File: config.mk
export PLATFORM = sky130hd
export DESIGN_NAME = lpsf_queue
export DESIGN_NICKNAME = d
export VERILOG_FILES = /design/src/lpsf_pkg.sv /design/src/lpsf_queue.sv
export SDC_FILE = /design/constraint.sdc
export NUM_CORES = 1
export LEC_CHECK = 0
export ABC_AREA = 1
export BUFFER_PORTS_ARGS = -buffer_cell sky130_fd_sc_hd__buf_2
export CORE_UTILIZATION = 40
export DETAILED_ROUTE_END_ITERATION = 12
export RECOVER_POWER = 25
export SYNTH_ARGS = -nofsm -noshare
export SYNTH_HDL_FRONTEND = slang
export SYNTH_SLANG_ARGS = --single-unit
File: constraint.sdc
create_clock -name i_clk -period 1.47 [get_ports i_clk]
set_clock_uncertainty 0.05 [all_clocks]
set_input_delay 0.147 -clock i_clk [delete_from_list [all_inputs] [get_ports i_clk]]
set_output_delay 0.147 -clock i_clk [all_outputs]
set_load 0.02 [all_outputs]
File: src/lpsf_pkg.sv
`timescale 1ns / 1ps
// Shared types, codes and constants of the LED pixel store.
package lpsf_pkg;

    localparam int DEF_NUM_STRIPS  = 4;
    localparam int DEF_STRIP_DEPTH = 256;
    localparam int REG_STRIPS      = 4;
    localparam int START_W         = 16;
    localparam int CNT_W           = 9;
    localparam int CNT_CAP         = 256;
    localparam int COLOR_W         = 24;
    localparam int QUEUE_DEPTH     = 2;
    localparam int FADE_KNEE       = 16;
    localparam int REG_IDX_W       = 3;

    localparam logic [REG_IDX_W-1:0] REG_STRIP0_START = 3'd0;
    localparam logic [REG_IDX_W-1:0] REG_STRIP1_START = 3'd1;
    localparam logic [REG_IDX_W-1:0] REG_STRIP2_START = 3'd2;
    localparam logic [REG_IDX_W-1:0] REG_STRIP3_START = 3'd3;
    localparam logic [REG_IDX_W-1:0] REG_STRIP0_COUNT = 3'd4;
    localparam logic [REG_IDX_W-1:0] REG_STRIP1_COUNT = 3'd5;
    localparam logic [REG_IDX_W-1:0] REG_STRIP2_COUNT = 3'd6;
    localparam logic [REG_IDX_W-1:0] REG_STRIP3_COUNT = 3'd7;

    typedef enum logic [2:0] {
        REQ_SET_BLOCK  = 3'd0,
        REQ_CLEAR_ALL  = 3'd1,
        REQ_SET_ALL    = 3'd2,
        REQ_FADE_TICK  = 3'd3,
        REQ_READ_BLOCK = 3'd4
    } t_req;

    typedef enum logic [1:0] {
        STAT_OK           = 2'd0,
        STAT_BLOCK_ZERO   = 2'd1,
        STAT_OUT_OF_RANGE = 2'd2
    } t_status;

    typedef enum logic [2:0] {
        OP_NONE,
        OP_SET,
        OP_FILL,
        OP_FADE,
        OP_READ
    } t_op;

    typedef enum logic [2:0] {
        BS_CLEAR,
        BS_IDLE,
        BS_WALK,
        BS_DRAIN,
        BS_READ,
        BS_RESULT
    } t_bstate;

    typedef struct packed {
        t_op                op;
        t_status            status;
        logic [COLOR_W-1:0] color;
        logic               lights_on;
    } t_cmd;

endpackage

File: src/lpsf_queue.sv
`timescale 1ns / 1ps
// Short command queue between the front end and the pixel engine.
module lpsf_queue import lpsf_pkg::*; #(
    parameter int DATA_W = 8,
    parameter int DEPTH  = QUEUE_DEPTH,
    localparam int PTR_W = (DEPTH > 1) ? $clog2(DEPTH) : 1,
    localparam int CNT_QW = $clog2(DEPTH + 1)
) (
    input  logic              i_clk,
    input  logic              i_rst_n,
    input  logic              i_push,
    input  logic [DATA_W-1:0] i_data,
    input  logic              i_pop,
    output logic              o_full,
    output logic              o_empty,
    output logic [DATA_W-1:0] o_data
);

    logic [DATA_W-1:0] r_mem [DEPTH];
    logic [PTR_W-1:0]  r_wptr, n_wptr;
    logic [PTR_W-1:0]  r_rptr, n_rptr;
    logic [CNT_QW-1:0] r_cnt, n_cnt;

    assign o_full  = (r_cnt == CNT_QW'(DEPTH));
    assign o_empty = (r_cnt == '0);
    assign o_data  = r_mem[r_rptr];

    always_comb begin
        n_wptr = r_wptr;
        n_rptr = r_rptr;
        n_cnt  = r_cnt;
        if (i_push) begin
            n_wptr = (r_wptr == PTR_W'(DEPTH - 1)) ? '0 : r_wptr + 1'b1;
        end
        if (i_pop) begin
            n_rptr = (r_rptr == PTR_W'(DEPTH - 1)) ? '0 : r_rptr + 1'b1;
        end
        if (i_push && !i_pop) begin
            n_cnt = r_cnt + 1'b1;
        end else if (!i_push && i_pop) begin
            n_cnt = r_cnt - 1'b1;
        end
    end

    always_ff @(posedge i_clk) begin
        if (!i_rst_n) begin
            r_wptr <= '0;
            r_rptr <= '0;
            r_cnt  <= '0;
        end else begin
            r_wptr <= n_wptr;
            r_rptr <= n_rptr;
            r_cnt  <= n_cnt;
        end
    end

    always_ff @(posedge i_clk) begin
        if (i_push) begin
            r_mem[r_wptr] <= i_data;
        end
    end

endmodule

==> metrics.txt <==
status=finished clean; Critical-path top delay cell=dfxtp_4; via count=523; largest family of logic cells by synthesized area=multiplexers; CTS Buffer Depth=2; slowest stage delay, CP=0.42 ns; placeable core region=approximately 1800 um2; Setup CP Type=register to primary output; # IOs=22; Max Cap Viol=0; Post-route DRC=0; CP bufs+invs=1; Post-DRT Antenna Nets=0; grt total ovfl=0; Max H-tree Level=1; GPL Wtd Cong=0.638; Final #Nets=approximately 110; DPL Wire Length=roughly 840 um; Slew @ Worst Pin=roughly 0.34 ns; FF+latch area=584 um2; final setup vio count=0; Num CTS Buffers=3; FMAX=703 MHz; PwrDens=1100 nW/um2; first-pass detailed-route iteration total=4; Yosys top cell area share=0.597; Initial DRC Count=15; Critical Path AT=1.23 ns; Top delay family on crit path=flip-flops; synthesized area=805 um2; Layout area overhead=31.4%; Synth Area in Simple Gates=0.0793; commonest non-fill, non-tap cell in the layout=buf_2; Die Span X=46.8 um; CP Cell Sequence=mux2_2 > buf_2; Pwr Total=between 0.001 and 0.0015 W; Die ar.=2190 um2; xor-xnor portion of the synthesized cell area=0.0109; post-synthesis adder-cell area fraction=0.0156; Die Ht=46.8 um; Final min period=1.42 ns; footprint of the multi-input gates=185 um2; Avg Vias per Cell=4.51; Synthesized Nets=71; clock sink count=21; Worst Setup End Kind=primary output; Diodes inserted=0; VDD IR-drop max=0.667 mV; final number of max-transition violations=0; Post-Route WL=1.20 mm; Rows=15; Syn. warnings=0; CP Max Fanout=8; syn_area_per_cell=13.9 um2; final worst setup slack=0.0468 ns; critical path required time=1.27 ns; initial antenna violation count=0; Layout fillers=168; fraction of synthesized area in multiplexers=0.112; endpoints failing hold=0; All-Layer GR Usage=0.133; CTS tree=done; Avg WL per Cell=about 10 um; RSZ-0062 raised after global routing=true; Yosys reg bits=21; Synth area leaders=edfxtp_1 60%, dfxtp_1 12%, mux2_2 11%; Starting Density=0.447; Tcrit/Tclk final=0.968; first-pass GRT wire length=1.87 mm; final core occ=0.587; Mapped Cells=just under 60; commonest cells after routing, fill and taps aside=17 x buf_2, 16 x edfxtp_1, 8 x inv_1, 8 x mux2_2, 8 x dlygate4sd3_1; number of port buffers=21; Clock transition at path regs=0.11 ns; layout cells sized above 1=0.385; Hold Crit Class=primary input to register; worst-skew pair later-pin latency=about 0.3 ns; post-route setup TNS=0 ns; Root Driver=clkbuf_4; pin count of the biggest net entering global routing=13; post-synthesis compound-gate area fraction=0.0124; critical path launch point type=register; vias in the first global route=~460; Slew HR=0.773; post-synth cell types=16; DP Worst Slack=0.203 ns; sequential area share after synthesis=0.722; P_leak=0.446 nW; Synth area leader=edfxtp_1
==> per-stage QoR <==
| stage | cell area [um2] | cells | hold slack, ns |
|---|---|---|---|
| CTS | 1050 | 116 | 0.0248 |
| global placement | 943 | 104 | 0.284 |
| finish | 1060 | 116 | 0.0359 |
| floorplan | 805 | 58 | 0.196 |
| detailed placement | 943 | 104 | 0.290 |
| global route | 1060 | 116 | 0.0282 |
==> cells in the mapped netlist (all sizes together) <==
library cell	number
edfxtp	16
ha	1
o21ai	1
nand2	5
nor3	1
mux2	8
inv	9
nor2	7
nand3	1
buf	1
xnor2	1
dfxtp	5
nand4	1
a21oi	1
==> worst reg2reg max path, stage by stage (launching register included) <==
cell,delay [ns]
dfxtp_1,0.36
nand2_1,0.06
inv_1,0.26
==> report_power, final <==
group	internal (W)	switching, W	leakage (nW)
Combinational	0.0000902	0.000101	0.236
Clock	0.000101	0.000168	0.0177
Sequential	0.000679	0.0000223	0.192
==> logic make-up (layout without fill, tap and decap cells) <==
kind of cell	Yosys count	in the layout
flip-flops	21	21
AO/OA/AOI/OAI	2	2
XOR/XNOR	1	1
multiplexers	8	8
AND/OR/NAND/NOR	15	15
adder cells (fa/ha/maj)	1	1
buffers and inverters	10	43
==> flip-flops by register name, indices dropped and copies added, names as in the netlist, named ones only <==
register	count
r_cnt	2
r_mem	16
r_rptr	1
r_wptr	1
==> per-layer routing <==
metal	part of all wire	global-route usage	vias to the layer above
li1	-	-	261
met1	0.46	0.152	241
met2	0.46	0.214	16
met3	0.041	0.0231	5
met4	0.033	0.120	0
met5	0	0	-
==> timing repair <==
item,in CTS,in global routing
endpoints found under the setup margin,8,2
endpoints found under the hold margin,16,0
gates cloned,0,0
hold buffers,8,0
gates resized for setup,2,2
buffers inserted,0,0
==> final cells by class <==
type / instances / area share
Clock inverter: 1 / 0.00473
Tap cell: 25 / 0.0296
Inverter: 9 / 0.0320
Multi-Input combinational cell: 27 / 0.175
Sequential cell: 21 / 0.553
Clock buffer: 3 / 0.0213
Timing Repair Buffer: 30 / 0.185
==> worst paths after layout <==
kind | start | to | slack, ns | depth (start not counted)
max | register | o_data[3] | 0.05 | 2
min | i_rst_n | r_cnt[1] | 0.04 | 3
max reg2reg | r_wptr | r_mem[1][0] | 0.42 | 2
min reg2reg | r_wptr | r_wptr | 0.48 | 2
Power figures use the tool's default switching activity.
