$ cat src/lpsf_pkg.sv
`timescale 1ns / 1ps
// Shared types, codes and constants of the LED pixel store.
package lpsf_pkg;

    localparam int DEF_NUM_STRIPS  = 4;
    localparam int DEF_STRIP_DEPTH = 256;
    localparam int REG_STRIPS      = 4;
    localparam int START_W         = 16;
    localparam int CNT_W           = 9;
    localparam int CNT_CAP         = 256;
    localparam int COLOR_W         = 24;
    localparam int QUEUE_DEPTH     = 2;
    localparam int FADE_KNEE       = 16;
    localparam int REG_IDX_W       = 3;

    localparam logic [REG_IDX_W-1:0] REG_STRIP0_START = 3'd0;
    localparam logic [REG_IDX_W-1:0] REG_STRIP1_START = 3'd1;
    localparam logic [REG_IDX_W-1:0] REG_STRIP2_START = 3'd2;
    localparam logic [REG_IDX_W-1:0] REG_STRIP3_START = 3'd3;
    localparam logic [REG_IDX_W-1:0] REG_STRIP0_COUNT = 3'd4;
    localparam logic [REG_IDX_W-1:0] REG_STRIP1_COUNT = 3'd5;
    localparam logic [REG_IDX_W-1:0] REG_STRIP2_COUNT = 3'd6;
    localparam logic [REG_IDX_W-1:0] REG_STRIP3_COUNT = 3'd7;

    typedef enum logic [2:0] {
        REQ_SET_BLOCK  = 3'd0,
        REQ_CLEAR_ALL  = 3'd1,
        REQ_SET_ALL    = 3'd2,
        REQ_FADE_TICK  = 3'd3,
        REQ_READ_BLOCK = 3'd4
    } t_req;

    typedef enum logic [1:0] {
        STAT_OK           = 2'd0,
        STAT_BLOCK_ZERO   = 2'd1,
        STAT_OUT_OF_RANGE = 2'd2
    } t_status;

    typedef enum logic [2:0] {
        OP_NONE,
        OP_SET,
        OP_FILL,
        OP_FADE,
        OP_READ
    } t_op;

    typedef enum logic [2:0] {
        BS_CLEAR,
        BS_IDLE,
        BS_WALK,
        BS_DRAIN,
        BS_READ,
        BS_RESULT
    } t_bstate;

    typedef struct packed {
        t_op                op;
        t_status            status;
        logic [COLOR_W-1:0] color;
        logic               lights_on;
    } t_cmd;

endpackage

$ cat src/lpsf_if.sv
`timescale 1ns / 1ps
// Request and response channel interfaces of the LED pixel store.
interface lpsf_req_if;
    logic        valid;
    logic        ready;
    logic [2:0]  req_type;
    logic [15:0] block;
    logic [7:0]  red;
    logic [7:0]  green;
    logic [7:0]  blue;
    logic        lights_on;

    modport source (output valid, req_type, block, red, green, blue, lights_on, input ready);
    modport sink (input valid, req_type, block, red, green, blue, lights_on, output ready);
endinterface


$ cat src/lpsf_front.sv
`timescale 1ns / 1ps
// Front end: accepts request words, locates blocks, applies gamma, queues commands.
module lpsf_front import lpsf_pkg::*; #(
    parameter int NUM_STRIPS  = DEF_NUM_STRIPS,
    parameter int STRIP_DEPTH = DEF_STRIP_DEPTH,
    localparam int USED_STRIPS = (NUM_STRIPS < REG_STRIPS) ? NUM_STRIPS : REG_STRIPS,
    localparam int STORE_SIZE  = USED_STRIPS * STRIP_DEPTH,
    localparam int ADDR_W      = (STORE_SIZE > 1) ? $clog2(STORE_SIZE) : 1
) (
    lpsf_req_if.sink           i_req,
    input  logic [START_W-1:0] i_start [USED_STRIPS],
    input  logic [CNT_W-1:0]   i_used  [USED_STRIPS],
    input  logic               i_full,
    input  logic               i_clearing,
    output logic               o_push,
    output t_cmd               o_cmd,
    output logic [ADDR_W-1:0]  o_idx
);

    logic              hit;
    logic [START_W:0]  win_end;
    logic [START_W-1:0] offset;

    function automatic logic [7:0] gamma_sq(input logic [7:0] v);
        logic [15:0] p;
        logic [16:0] q;
        begin
            p = 16'(v) * 16'(v);
            q = 17'(p) + 17'(p[15:8]) + 17'd1;
            return q[15:8];
        end
    endfunction

    assign i_req.ready = !i_full && !i_clearing;
    assign o_push      = i_req.valid && i_req.ready;

    always_comb begin
        hit     = 1'b0;
        o_idx   = '0;
        win_end = '0;
        offset  = '0;
        for (int s = USED_STRIPS - 1; s >= 0; s--) begin
            win_end = (START_W+1)'(i_start[s]) + (START_W+1)'(i_used[s]);
            if ((i_used[s] != '0) && (i_req.block >= i_start[s]) &&
                ((START_W+1)'(i_req.block) < win_end)) begin
                hit    = 1'b1;
                offset = i_req.block - i_start[s];
                o_idx  = ADDR_W'(s * STRIP_DEPTH) + ADDR_W'(offset[CNT_W-1:0]);
            end
        end
    end

    always_comb begin
        o_cmd.op        = OP_NONE;
        o_cmd.status    = STAT_OK;
        o_cmd.color     = '0;
        o_cmd.lights_on = i_req.lights_on;
        case (i_req.req_type)
            REQ_SET_BLOCK: begin
                if (i_req.block == '0) begin
                    o_cmd.status = STAT_BLOCK_ZERO;
                end else if (!hit) begin
                    o_cmd.status = STAT_OUT_OF_RANGE;
                end else begin
                    o_cmd.op    = OP_SET;
                    o_cmd.color = {gamma_sq(i_req.red), gamma_sq(i_req.green),
                                   gamma_sq(i_req.blue)};
                end
            end
            REQ_CLEAR_ALL: begin
                o_cmd.op = OP_FILL;
            end
            REQ_SET_ALL: begin
                o_cmd.op    = OP_FILL;
                o_cmd.color = {i_req.red, i_req.green, i_req.blue};
            end
            REQ_FADE_TICK: begin
                o_cmd.op = OP_FADE;
            end
            REQ_READ_BLOCK: begin
                if (i_req.block == '0) begin
                    o_cmd.status = STAT_BLOCK_ZERO;
                end else if (!hit) begin
                    o_cmd.status = STAT_OUT_OF_RANGE;
                end else begin
                    o_cmd.op = OP_READ;
                end
            end
            default: begin
                o_cmd.op = OP_NONE;
            end
        endcase
    end

endmodule

$ cat src/flat_wrapper.sv
// flat-port wrapper written by rule: the top's interface ports become plain ports
module lpsf_front_flat import lpsf_pkg::*;
#(
    parameter int NUM_STRIPS  = DEF_NUM_STRIPS,
    parameter int STRIP_DEPTH = DEF_STRIP_DEPTH,
    localparam int USED_STRIPS = (NUM_STRIPS < REG_STRIPS) ? NUM_STRIPS : REG_STRIPS,
    localparam int STORE_SIZE  = USED_STRIPS * STRIP_DEPTH,
    localparam int ADDR_W      = (STORE_SIZE > 1) ? $clog2(STORE_SIZE) : 1
)
  (i_start, i_used, i_full, i_clearing, o_push, o_cmd, o_idx, i_req_valid, i_req_req_type, i_req_block, i_req_red, i_req_green, i_req_blue, i_req_lights_on, i_req_ready);
  lpsf_req_if i_req_i ();
  input  logic [START_W-1:0] i_start[USED_STRIPS];
  input  logic [CNT_W-1:0] i_used[USED_STRIPS];
  input  logic i_full;
  input  logic i_clearing;
  output logic o_push;
  output t_cmd o_cmd;
  output logic [ADDR_W-1:0] o_idx;
  input wire logic [$bits(i_req_i.valid)-1:0] i_req_valid;
  input wire logic [$bits(i_req_i.req_type)-1:0] i_req_req_type;
  input wire logic [$bits(i_req_i.block)-1:0] i_req_block;
  input wire logic [$bits(i_req_i.red)-1:0] i_req_red;
  input wire logic [$bits(i_req_i.green)-1:0] i_req_green;
  input wire logic [$bits(i_req_i.blue)-1:0] i_req_blue;
  input wire logic [$bits(i_req_i.lights_on)-1:0] i_req_lights_on;
  output wire logic [$bits(i_req_i.ready)-1:0] i_req_ready;
  assign i_req_i.valid = i_req_valid;
  assign i_req_i.req_type = i_req_req_type;
  assign i_req_i.block = i_req_block;
  assign i_req_i.red = i_req_red;
  assign i_req_i.green = i_req_green;
  assign i_req_i.blue = i_req_blue;
  assign i_req_i.lights_on = i_req_lights_on;
  assign i_req_ready = i_req_i.ready;
  lpsf_front #(.NUM_STRIPS(NUM_STRIPS), .STRIP_DEPTH(STRIP_DEPTH)) u_core (.i_req(i_req_i), .i_start(i_start), .i_used(i_used), .i_full(i_full), .i_clearing(i_clearing), .o_push(o_push), .o_cmd(o_cmd), .o_idx(o_idx));
endmodule
$ cat config.mk
export PLATFORM = sky130hd
export DESIGN_NAME = lpsf_front_flat
export DESIGN_NICKNAME = d
export VERILOG_FILES = /design/src/lpsf_pkg.sv /design/src/lpsf_if.sv /design/src/lpsf_front.sv /design/src/flat_wrapper.sv
export SDC_FILE = /design/constraint.sdc
export NUM_CORES = 1
export LEC_CHECK = 0
export BUFFER_PORTS_ARGS = -buffer_cell sky130_fd_sc_hd__buf_2
export CORE_MARGIN = 4
export CORE_UTILIZATION = 35
export DETAILED_ROUTE_END_ITERATION = 6
export GPL_TIMING_DRIVEN = 0
export SLEW_MARGIN = 5
export SYNTH_ARGS = -nofsm -noshare
export SYNTH_HDL_FRONTEND = slang
export SYNTH_SLANG_ARGS = --single-unit
$ cat constraint.sdc
create_clock -name vclk -period 14.1
set_clock_uncertainty 0.15 [all_clocks]
set_input_delay 2.82 -clock vclk [all_inputs]
set_output_delay 2.82 -clock vclk [all_outputs]
set_load 0.05 [all_outputs]
==> results.md <==
* # IOs at about 190
* Detailed Routing Iterations Pass 1 at 5
* Flop pwr share at 0
* Core box area at between 30,000 and 40,000 um^2
* RD Place Congestion at 0.923
* Hold crit path type: in2out
* Rel. slew slack at 0.153
* Register Area at 0 um^2
* Drt total wl at between 30,000 and 40,000 um
* First-pass GRT wire length at 59,100 um
* Int Pwr at roughly 640 uW
* HPWL after DPL at about 31,000 um
* Worst-margin pin slew at 1.26 ns
* Psw at ~980 uW
* DR vias/cell at around 5.4
* Leak at 0.00699 uW
* Seq Cell Count at 0
* Placed cell areas at ~14,000 um^2
* CP endpoint kind: primary output
* Register area share after synthesis at 0
* FMAX at ~79 MHz
* Setup bufs post-CTS at 0
* Place WS at 1.50 ns
* Largest net degree at the start of global routing at 12
* YS warnings at 0
* Detailed-route via count at roughly 12,000
* Port Buffers at ~180
* Starting Density at 0.356
* Combinational power share at 1.000
* Setup TNS at 0 ns
* CP Launch Type: input pin
* GR Layer Usage met1 at 0.247
* Die width at 196 um
* Max-Cap Viols at 0
* Critical path fanouts, max at 10
* Tcrit/Tclk final at 0.901
* M3 GR Usage at 0.0230
* Die Y at 196 um
* VDD IR max at approximately 0.000066 V
* Final setup violation count at 0
* Final instance area at ~14,000 um^2
* Final Core Density at 0.400
* DRT iter0 DRCs at about 600
* Max Slew Vio Count at 0
* Area Growth Syn to Fin at 12.1%
* Hold buffers post-CTS at 0
* Switching share of power at 0.605
* Crit Path Class: in2out
* Die footprint at slightly below 40,000 um^2
* Final hold viol count at 0
* CTS resizes at 0
* Share of cells above drive strength 1 at 0.133
* Worst path arrival time at just under 10 ns
* Met2 GRT Util at 0.311
* Final min period at about 13 ns
* Syn Inst Count at 1,608
* Power per cell area at ~120 nW/um^2
* Post-Synthesis Cell Area at roughly 12,000 um^2
* Initial antenna violation count at 7
* Worst hold slack at about 5.8 ns
* Drt drc at 0
* Outcome: finished clean
* # clk buffers at 0
* WL per Instance at between 15 and 20 um
* CP required at around 11 ns
* Final nets at about 2,300
* Grt total ovfl at 0
* Busiest grt layer: met2
* RSZ-0062 raised after global routing: no
* Distinct cells, synth at 91
* Row cnt at a little under 70
* Total GRT Usage at 0.181
* Post-route setup slack at 1.40 ns
* DRT antenna net count at 0
* Vias in the first global route at around 12,000
* Avg Synthesized Cell Area at 7.69 um^2
* Clock Power Share at 0
==> per-layer routing <==
metal  part of all wire  vias to the layer above
li1                   -                     6066
met1               0.46                     5652
met2               0.46                      270
met3              0.055                       46
met4              0.019                        8
met5             0.0014                        -
==> cells in the mapped netlist (all sizes together), types with 29 or more instances <==
cell / n / area (um^2)
fa: 80 / 1600
nor3: 36 / 180
a21o: 48 / 360
ha: 257 / 3220
o21ai: 100 / 519
nor2: 73 / 274
inv: 233 / 875
xnor2: 101 / 900
xor2: 29 / 254
a21oi: 100 / 512
nand2: 108 / 405
and2: 62 / 390
==> metrics by stage <==
stage,std cells,total power (uW)
global placement,2247,1570
CTS,2247,1610
global route,2250,1810
detailed placement,2247,1600
floorplan,1609,1260
finish,2250,1610
==> power by group through the flow <==
stage          sequential [uW]  combinational, uW  clock (uW)
2_1_floorplan                0               1260           0
3_3_place_gp                 0               1570           0
3_5_place_dp                 0               1600           0
4_1_cts                      0               1610           0
5_1_grt                      0               1810   0.0000285
6_report                     0               1610   0.0000286
==> kinds of logic (layout without fill, tap and decap cells) <==
family,Yosys count,in the layout,synth area share
AND/OR/NAND/NOR,452,452,0.191
AO/OA/AOI/OAI,412,412,0.232
adder cells (fa/ha/maj),337,337,0.389
buffers and inverters,264,447,0.0823
XOR/XNOR,132,132,0.0971
multiplexers,10,10,0.00829
other,1,5,0.000303
==> critical path: stages <==
cell and delay [ns]:
buf_2 0.11, clkbuf_1 0.36, nand2_1 0.17, inv_1 0.09, ha_1 0.27, a31o_2 0.28
fa_1 0.50, inv_1 0.06, fa_1 0.51, fa_1 0.55, inv_1 0.04, ha_1 0.27
buf_2 0.18, or3_1 0.37, o21ai_0 0.14, or3_1 0.18, nand2_1 0.09, ha_1 0.36
or4bb_1 0.50, nand2_1 0.07, a311o_1 0.11, a31oi_1 0.11, o21ai_0 0.22, o221ai_1 0.25
a2111oi_1 0.49, xnor2_1 0.14, o21ai_0 0.21, buf_2 0.30
==> layout by cell type (no fill, tap or decap), drive strengths merged, types with 21 or more instances in the layout <==
cell / Yosys / routed
a21oi: 100 / 100
nand3: 28 / 28
a21o: 48 / 48
and2: 62 / 62
nor2: 73 / 73
xor2: 29 / 29
nand2: 108 / 108
ha: 257 / 257
nor2b: 21 / 21
inv: 233 / 233
nor3: 36 / 36
clkbuf: 23 / 23
nand2b: 22 / 22
buf: 8 / 191
o21ai: 100 / 100
fa: 80 / 80
xnor2: 101 / 101
==> layout make-up <==
type | instances | area, um^2
buffer | 31 | 144
tap | 455 | 569
inverter | 233 | 875
fill | 3614 | 20800
multi-input combinational | 1345 | 11400
antenna | 3 | 7.51
timing repair buffer | 183 | 916
==> final timing paths <==
kind	startpoint	end	cells past startpoint
max	i_req_green[1]	o_cmd[11]	28
min	i_req_lights_on	o_cmd[0]	2
No activity file was read; power rests on OpenSTA's default activity.
